**src/design/vne_pkg.sv**
```systemverilog
// shared types and constants of the vertex near edge test
// field widths, stream packing widths, parameter defaults and the stage tag
// no dependencies
`default_nettype none

package vne_pkg;

  // fixed field widths
  localparam int ID_W    = 20;
  localparam int COORD_W = 32;
  localparam int TOL_W   = 31;
  localparam int POS_W   = 16;

  // packed stream widths
  localparam int IN_W  = 6 * COORD_W + 4 * ID_W;
  localparam int OUT_W = 2 * ID_W + POS_W;

  // parameter defaults
  localparam int DEF_ID_BITS       = 20;
  localparam int DEF_COORD_BITS    = 32;
  localparam int DEF_FRACTION_BITS = 16;

  // control tag that travels with every stage
  typedef struct packed {
    logic            valid;
    logic            hit;
    logic [ID_W-1:0] edge_idx;
    logic [ID_W-1:0] point_id;
  } vne_tag_t;

endpackage

`default_nettype wire

```
**src/design/vne_div_step.sv**
```systemverilog
// one restoring division step of the position pipeline
// produces one quotient bit per stage; depends on vne_pkg
`default_nettype none

module vne_div_step #(
  parameter int RW = 66,
  parameter int QW = 16
) (
  input  wire logic                clk,
  input  wire logic                rst_n,
  input  wire logic                en,
  input  wire vne_pkg::vne_tag_t   tag_i,
  input  wire logic [RW-1:0]       rem_i,
  input  wire logic [RW-1:0]       len_i,
  input  wire logic [QW-1:0]       quo_i,
  output vne_pkg::vne_tag_t        tag_o,
  output logic [RW-1:0]            rem_o,
  output logic [RW-1:0]            len_o,
  output logic [QW-1:0]            quo_o
);
  import vne_pkg::*;

  vne_tag_t      tag_r;
  logic [RW-1:0] rem_r, rem_nxt;
  logic [RW-1:0] len_r;
  logic [QW-1:0] quo_r, quo_nxt;
  logic [RW-1:0] shifted;
  logic [RW:0]   diff;

  // trial subtract of the doubled remainder
  always_comb begin
    shifted = {rem_i[RW-2:0], 1'b0};
    diff    = {1'b0, shifted} - {1'b0, len_i};
    if (!diff[RW]) begin
      rem_nxt = diff[RW-1:0];
      quo_nxt = {quo_i[QW-2:0], 1'b1};
    end else begin
      rem_nxt = shifted;
      quo_nxt = {quo_i[QW-2:0], 1'b0};
    end
  end

  // stage tag with valid bit
  always_ff @(posedge clk) begin
    if (!rst_n) begin
      tag_r <= '0;
    end else if (en) begin
      tag_r <= tag_i;
    end
  end

  // stage payload
  always_ff @(posedge clk) begin
    if (en) begin
      rem_r <= rem_nxt;
      len_r <= len_i;
      quo_r <= quo_nxt;
    end
  end

  assign tag_o = tag_r;
  assign rem_o = rem_r;
  assign len_o = len_r;
  assign quo_o = quo_r;

endmodule

`default_nettype wire
```
**config.mk**
```make
export PLATFORM = sky130hd
export DESIGN_NAME = vne_div_step
export DESIGN_NICKNAME = d
export VERILOG_FILES = /design/src/design/vne_pkg.sv /design/src/design/vne_div_step.sv
export SDC_FILE = /design/constraint.sdc
export NUM_CORES = 1
export LEC_CHECK = 0
export ABC_AREA = 1
export BUFFER_PORTS_ARGS = -buffer_cell sky130_fd_sc_hd__buf_2
export CORE_MARGIN = 4
export CORE_UTILIZATION = 45
export DETAILED_ROUTE_END_ITERATION = 7
export HOLD_SLACK_MARGIN = 0.02
export PLACE_DENSITY = 0.71
export SLEW_MARGIN = 10
export SYNTH_ARGS = -nofsm -noshare
export SYNTH_HDL_FRONTEND = slang
export SYNTH_SLANG_ARGS = --single-unit
```
**constraint.sdc**
```tcl
create_clock -name clk -period 2.5 [get_ports clk]
set_input_delay 0.75 -clock clk [delete_from_list [all_inputs] [get_ports clk]]
set_output_delay 0.75 -clock clk [all_outputs]
set_load 0.01 [all_outputs]
```
* Yosys cells after proc, flatten, opt, wreduce, memory -nomap -nowiden
Index checks and enable logic that the tools add are counted.
** Operators by class
- $add $sub $neg :: 1
- Multiplexer cells :: 2
** Operators with widths (number)
- subtractor 66 x 66 -> 67 bit :: 1
- two-way mux 66 bit :: 1
- two-way mux 1 bit :: 1
** Word-level totals
- Flip-flop bits (word level) :: 190
- Word-level logic and storage cells :: 11

* Logic depth before layout (Yosys ltp)
Gate-level depths: netlist of the first run.
- Depth in word-level cells :: 2
- Depth in mapped cells :: 18

* Worst setup path before layout of the first run
No wires, ideal clock.
- Path kind :: input to register
- From :: in len_i[32]
- To :: reg rem_r[59] (netlist: rem_o[59]), data pin
- Library setup time :: 0.253 ns
- Arrival time :: 2.370 ns
- Data required time :: 2.247 ns
- Slack :: -0.123 ns
- Cell stages on the path :: 15
- Cell sequence :: inv_1 ha_1 nand2_1 inv_1 nand2_1 nand2_1 o21bai_1 a21oi_2 nand2_1 nand2_2 nand3_4 buf_6 buf_6 nand3_1 nand2_1
** On the way
- Word-level cells in the longest chain between the ends :: 2
** Ends and longest elaborated chain
- start: declaration :: RTL line vne_div_step.sv:14 : input wire logic [RW-1:0] len_i,
- subtractor 66 x 66 -> 67 bit :: RTL line vne_div_step.sv:33 : diff = {1'b0, shifted} - {1'b0, len_i};
- two-way mux 66 bit :: RTL line vne_div_step.sv:34 : if (!diff[RW]) begin
- net rem_nxt[59] :: RTL line vne_div_step.sv:24 : logic [RW-1:0] rem_r, rem_nxt;
- end signal: assignment :: RTL line vne_div_step.sv:55 : rem_r <= rem_nxt;
- end: declaration :: RTL line vne_div_step.sv:24
The timed path passes the listed nets, and every way through them passes these cells.
A chain may end at the register's enable or synchronous reset.

* Worst setup path in the final report of the first run
- From :: in len_i[59]
- To :: reg rem_r[28] (netlist: rem_o[28]), data pin
The elaborated chain is that of the path after synthesis.

==> impl_metrics.ini, run 1 <==
[placement]
io_buffers = 380
postPlaceCellArea_um2 = 18000
pre_cts_ws_ns = -0.564
gp_congestion = 0.982
place_hpwl_um = 41000

[cts]
cts_tree = built
clkTransAtPathRegs_ns = 0.08
cts_made_buffers = 17
clock_path_buffers = 2
cts_sinks = 190
worstSkewPairLatency_ns = 0.45
root_buffer = clkbuf_16
cts_hold_buf = 0
htreeDepth = 4

[job]
cap_violations = 0

[sta]
fin_skew_ns = 0
final.min_clock_period_ns = 2.54
fin_crit_sh_pct = 102
rsz0062_at_grt = true
slew_viol_final = 0
worst_slack_ns = -0.0388
finalSetupViolations = 6
whs_ns = 0.467
max_slew_margin_pct = 56.1
tns_ns = -0.0794
max_freq_mhz = 394
worstMarginPinSlew_ns = 0.658
hold_viol = 0

[status]
violations = setup timing
status = complete, but fails checks

[route]
m1WireLength_um = 22200
wire_per_inst_um = 17.8
drt.antenna.violating_nets = 0
dr_wl_met3_um = 3500
wl_met2_um = 24200
drtIter0Drc = 985
first_pass_iters = 5
via_per_inst = 5.00
drc = 0
routed_wl_um = 51000
dr.max_layer_used = met4
num_vias = 14308

[min_path]
hold_class = input pin to register
hp-start = quo_i[9]
hold_end = quo_o[10]$_DFFE_PP_
holdPathStages = 1

[cells_and_area]
drive_above_1_share_pct = 37.2
register_area_um2 = 5290
multi_input_area_um2 = 7210
fin_area_um2 = 19300
syn_to_final_growth_pct = 50.2
postLayoutCoreUtil_pct = 68.9
final_nets = 2731
fillCellCount = 2400

[logic_synthesis]
ys_ff_latch = 190
syn_area_um2 = 12800
ys_warn_count = 0
synth_cells = 1803
ys_types = 35
syn_avg_cell_area_um2 = 7.13
synth_nets = 2062
ys_seq_area_share_pct = 41.1

[global_route]
grt_max_degree = 70
overflow = 0
grt_pass1_wl_um = 74000
grt_pass1_vias = 13791
antenna_found_initial = 0
grt.total_usage_pct = 30.8

[critical_path]
path_buf_inv = 4
reg2reg_slack_ns = 1.83
worstSetupEndpointType = register
r2r-end = tag_o[40]$_SDFFE_PN0P_
slowest_delay_ns = 0.24
rr_startpoint = tag_o[40]$_SDFFE_PN0P_
rr_worst_depth = 2
crit_top_cell = nor2_1
start_kind = input pin
path_class = input pin to register
cp_top_family = simple AND/OR/NAND/NOR gates
cp.arrival_ns = 2.72
required_ns = 2.68
path_max_fanout = 12
path_cells = buf_2, inv_1, ha_4, a21oi_2, nor2_1, nor2_1, nor2_1, nor2_1, nand2_1, a21oi_4, nand3_4, buf_12, clkbuf_16, nand2_1, o21ai_0
cpMaxStageDelayCell = a21oi_4

[power_and_ir_drop]
p_per_area_nw_per_um2 = 536
ir_worst_vdd_uv = 550
p_leak_uw = 0.0100

[floorplanning]
die_area_um2 = 31300
coreArea_um2 = 28000
die_x_um = 177
die_h_um = 177
placementRows = 61
io_pins = 383
initial_utilization_pct = 45.9
## cells in the final DEF (no fill, tap or decap), types with 10 or more instances in the layout
cell	n
o21ai_1	13
dfxtp_1	42
a21oi_2	26
edfxtp_1	148
o21ai_0	100
nand2_1	523
nand3_2	11
nand3b_1	19
nor3_1	10
nand3_1	48
nand2_2	42
a21oi_1	52
nor2_2	39
ha_1	13
buf_4	280
nor2_1	159
inv_1	347
nand4_1	38
buf_2	379
clkbuf_16	22
ha_4	51
xor2_1	30
## per-layer routing
metal,track usage [%],vias to the layer above
met2,52.3,559
met3,5.21,59
met4,7.19,0
met5,0,-
li1,-,7029
met1,41.4,6661
## cells in the mapped netlist (all sizes together)
master | n | area share [%]
fa | 1 | 0.16
nor3 | 16 | 0.75
o21a | 1 | 0.058
o31ai | 1 | 0.058
xnor2 | 2 | 0.14
a21oi | 82 | 3.3
nand4 | 38 | 1.9
buf | 11 | 0.62
xor2 | 30 | 2.0
ha | 65 | 6.3
inv | 356 | 10
nor2 | 204 | 6.2
o21ai | 118 | 4.6
nand3b | 19 | 1.1
edfxtp | 148 | 35
and2 | 1 | 0.049
nand2 | 570 | 17
clkbuf | 18 | 0.53
nand3 | 62 | 3.0
o21bai | 9 | 0.53
dfxtp | 42 | 6.5
clkinv | 2 | 0.058
nor4 | 7 | 0.34
## flip-flops by register name (all words and copies together), names as in the netlist
register / count
rem_o: 66
quo_o: 16
len_o: 66
tag_o: 42
## layout make-up
cell class / instances / share of cell area (%)
multi-input combinational: 1227 / 37.4
clock buffer: 17 / 2.20
sequential: 190 / 27.4
inverter: 358 / 6.96
tap: 378 / 2.45
clock inverter: 15 / 0.979
timing repair buffer: 678 / 22.6
antenna: 1 / 0.0130
## per-stage QoR
step / power, uW / instances
2_1_floorplan: 5570 / 1803
3_3_place_gp: 7190 / 2820
3_5_place_dp: 7250 / 2820
4_1_cts: 10100 / 2852
5_1_grt: 10800 / 2863
6_report: 10300 / 2864
## kinds of logic (layout without fill, tap and decap cells)
logic type / Yosys count / in the layout / share of synthesized area (%)
AO/OA/AOI/OAI: 211 / 211 / 8.58
XOR/XNOR: 32 / 32 / 2.18
adder cells (fa/ha/maj): 66 / 66 / 6.49
buffers and inverters: 387 / 1068 / 11.6
flip-flops: 190 / 190 / 41.1
other: 0 / 1 / 0
AND/OR/NAND/NOR: 917 / 918 / 30.0
## timing repair
action                                  in CTS  in global routing
resized for setup                            7                128
endpoints found under the setup margin       7                 66
pin swaps                                    0                 18
setup buffers                                0                  3
cloned                                       0                  8
## how the worst max path moves through the flow
stage	from	cells after the start	slack, ns	end
floorplan	len_i[60]	14	-0.001	rem_o[59]$_DFFE_PP_
global placement	len_i[7]	18	-0.56	rem_o[63]$_DFFE_PP_
detailed placement	len_i[7]	18	-0.56	rem_o[63]$_DFFE_PP_
CTS	len_i[17]	15	0.0005	rem_o[57]$_DFFE_PP_
global route	len_i[8]	19	-0.08	rem_o[23]$_DFFE_PP_
finish	len_i[59]	15	-0.04	rem_o[28]$_DFFE_PP_
## power by group
group | internal, uW | switching, uW | leakage (uW)
registers | 3780 | 88.9 | 0.00180
clock network | 1370 | 1470 | 0.000295
logic | 1570 | 2070 | 0.00795
total | 6710 | 3620 | 0.0100
Power figures use the tool's default switching activity.
==> run 2, diff against run 1 <==
==> constraint.sdc (replaced) <==
create_clock -name clk -period 2.5 [get_ports clk]
set_input_delay 0.5 -clock clk [delete_from_list [all_inputs] [get_ports clk]]
set_output_delay 0.5 -clock clk [all_outputs]
set_load 0.01 [all_outputs]
==> impl_metrics.ini, run 2 (synthesized netlist as in run 1, its figures left out) <==
[status]
status = complete, no violations

[placement]
postPlaceCellArea_um2 = 17200
gp_congestion = 0.994
placedCellCount = 2801
place_hpwl_um = 39000
io_buffers = 380

[floorplanning]
die_x_um = 177
io_pins = 383
coreArea_um2 = 28000
initial_utilization_pct = 45.9
die_h_um = 177
die_area_um2 = 31300
placementRows = 61

[critical_path]
required_ns = 2.69
cpMaxStageDelayCell = ha_1
r2r-end = tag_o[1]$_SDFFE_PN0P_
path_cells = buf_2, ha_1, nand2_1, nor2_1, buf_4, nand2_1, nor2_1, nand4_1, nand4_1, nand2_1, nand2_1, o21ai_0
rr_startpoint = tag_o[1]$_SDFFE_PN0P_
path_class = input pin to register
worstSetupEndpointType = register
path_max_fanout = 5
crit_top_cell = nand2_1
cp.arrival_ns = 2.62
start_kind = input pin
reg2reg_slack_ns = 1.84
rr_worst_depth = 2
slowest_delay_ns = 0.35

[global_route]
grt_max_degree = 74
overflow = 0
grt.total_usage_pct = 29.1
antenna_found_initial = 2
grt_pass1_wl_um = 70300
grt_pass1_vias = 13079

[sta]
max_freq_mhz = 413
final.min_clock_period_ns = 2.42
whs_ns = 0.214
fin_skew_ns = 0
slew_viol_final = 0
fin_crit_sh_pct = 96.9
hold_viol = 0
max_slew_margin_pct = 61.2
tns_ns = 0
worstMarginPinSlew_ns = 0.582
rsz0062_at_grt = false
finalSetupViolations = 0

[cells_and_area]
fin_area_um2 = 17800
final_nets = 2701
antenna_cells = 0
syn_to_final_growth_pct = 38.4
layout_common_cells = nand2_1, buf_2, inv_1, buf_4, nor2_1
fin_cells = 2833
drive_above_1_share_pct = 29.1
layout_commonest_cell = nand2_1

[cts]
htreeDepth = 4
cts_made_buffers = 17
clock_path_buffers = 2
cts_sinks = 190
root_buffer = clkbuf_16
worstSkewPairLatency_ns = 0.45
cts_hold_buf = 0
clkTransAtPathRegs_ns = 0.09
cts_tree = built

[min_path]
hold_class = input pin to register
holdPathStages = 1
hp-start = quo_i[6]
hold_end = quo_o[7]$_DFFE_PP_

[route]
wire_per_inst_um = 16.5
routed_wl_um = 46700
via_per_inst = 4.86
drc = 0
drt.antenna.violating_nets = 0
num_vias = 13759
first_pass_iters = 5
drtIter0Drc = 1209

[power_and_ir_drop]
p_per_area_nw_per_um2 = 555
ir_worst_vdd_uv = 333
p_leak_uw = 0.00974

[job]
cap_violations = 0
[run 2: cell count changes in the layout (fill, tap and decap cells not counted), moves of 12 or more]
| cell | before | now |
|---|---|---|
| nor2_1 | 159 | 196 |
| nand2_2 | 42 | 6 |
| nor2_2 | 39 | 6 |
| a21oi_2 | 26 | 2 |
| a21oi_1 | 52 | 79 |
| buf_4 | 280 | 264 |
| nand2_1 | 523 | 564 |
| ha_1 | 13 | 65 |
| ha_4 | 51 | 0 |
| o21ai_0 | 100 | 112 |
[run 2: repair_timing]
item	CTS	global route
buffers inserted	0	0
setup endpoints to repair	0	4
gates resized for setup	0	3
[run 2: cell type report]
class / instances / area [um^2]
fill: 2632 / 10200
tap: 378 / 473
inverter: 358 / 1340
timing repair buffer: 649 / 3990
clock inverter: 15 / 189
multi-input combinational: 1226 / 6080
clock buffer: 17 / 425
sequential: 190 / 5290
[run 2: metal layers]
layer  wire [um]  global-route usage [%]
met3        3970                    4.93
met1       20400                    40.5
met5          30                       0
met2       21600                    47.9
met4         752                    6.25
[run 2: worst max-delay path by stage]
stage                                to      start  slack, ns  depth (start not counted)
finish              rem_o[35]$_DFFE_PP_  rem_i[29]       0.08                         12
global route        rem_o[47]$_DFFE_PP_  len_i[13]      0.004                         17
CTS                 rem_o[35]$_DFFE_PP_  rem_i[29]       0.16                         12
detailed placement  rem_o[35]$_DFFE_PP_  rem_i[29]      -0.31                         12
global placement    rem_o[59]$_DFFE_PP_  len_i[25]      -0.31                         14
floorplan           rem_o[59]$_DFFE_PP_  len_i[32]       0.13                         15
[run 2: through the flow]
step	worst slack, ns	utilization, %	power, uW
global route	0.00425	63.5	10400
CTS	0.162	63.5	9900
finish	0.0772	63.5	9870
global placement	-0.311	61.3	6960
floorplan	0.127	-	5430
detailed placement	-0.306	61.3	7000
[run 2: power breakdown]
| group | leakage, uW | internal (uW) | switching, uW | total (uW) |
|---|---|---|---|---|
| combinational | 0.00765 | 1300 | 1810 | 3110 |
| sequential | 0.00180 | 3780 | 82.3 | 3860 |
| clock | 0.000298 | 1380 | 1520 | 2900 |
[run 2: worst max-delay path, delay by kind of cell]
family / cells / cell delay, ns
AOI/OAI and AO/OA: 1 / 0.07
adders and majority gates: 1 / 0.35
buffers and inverters: 2 / 0.28
and+or+nand+nor: 8 / 1.40
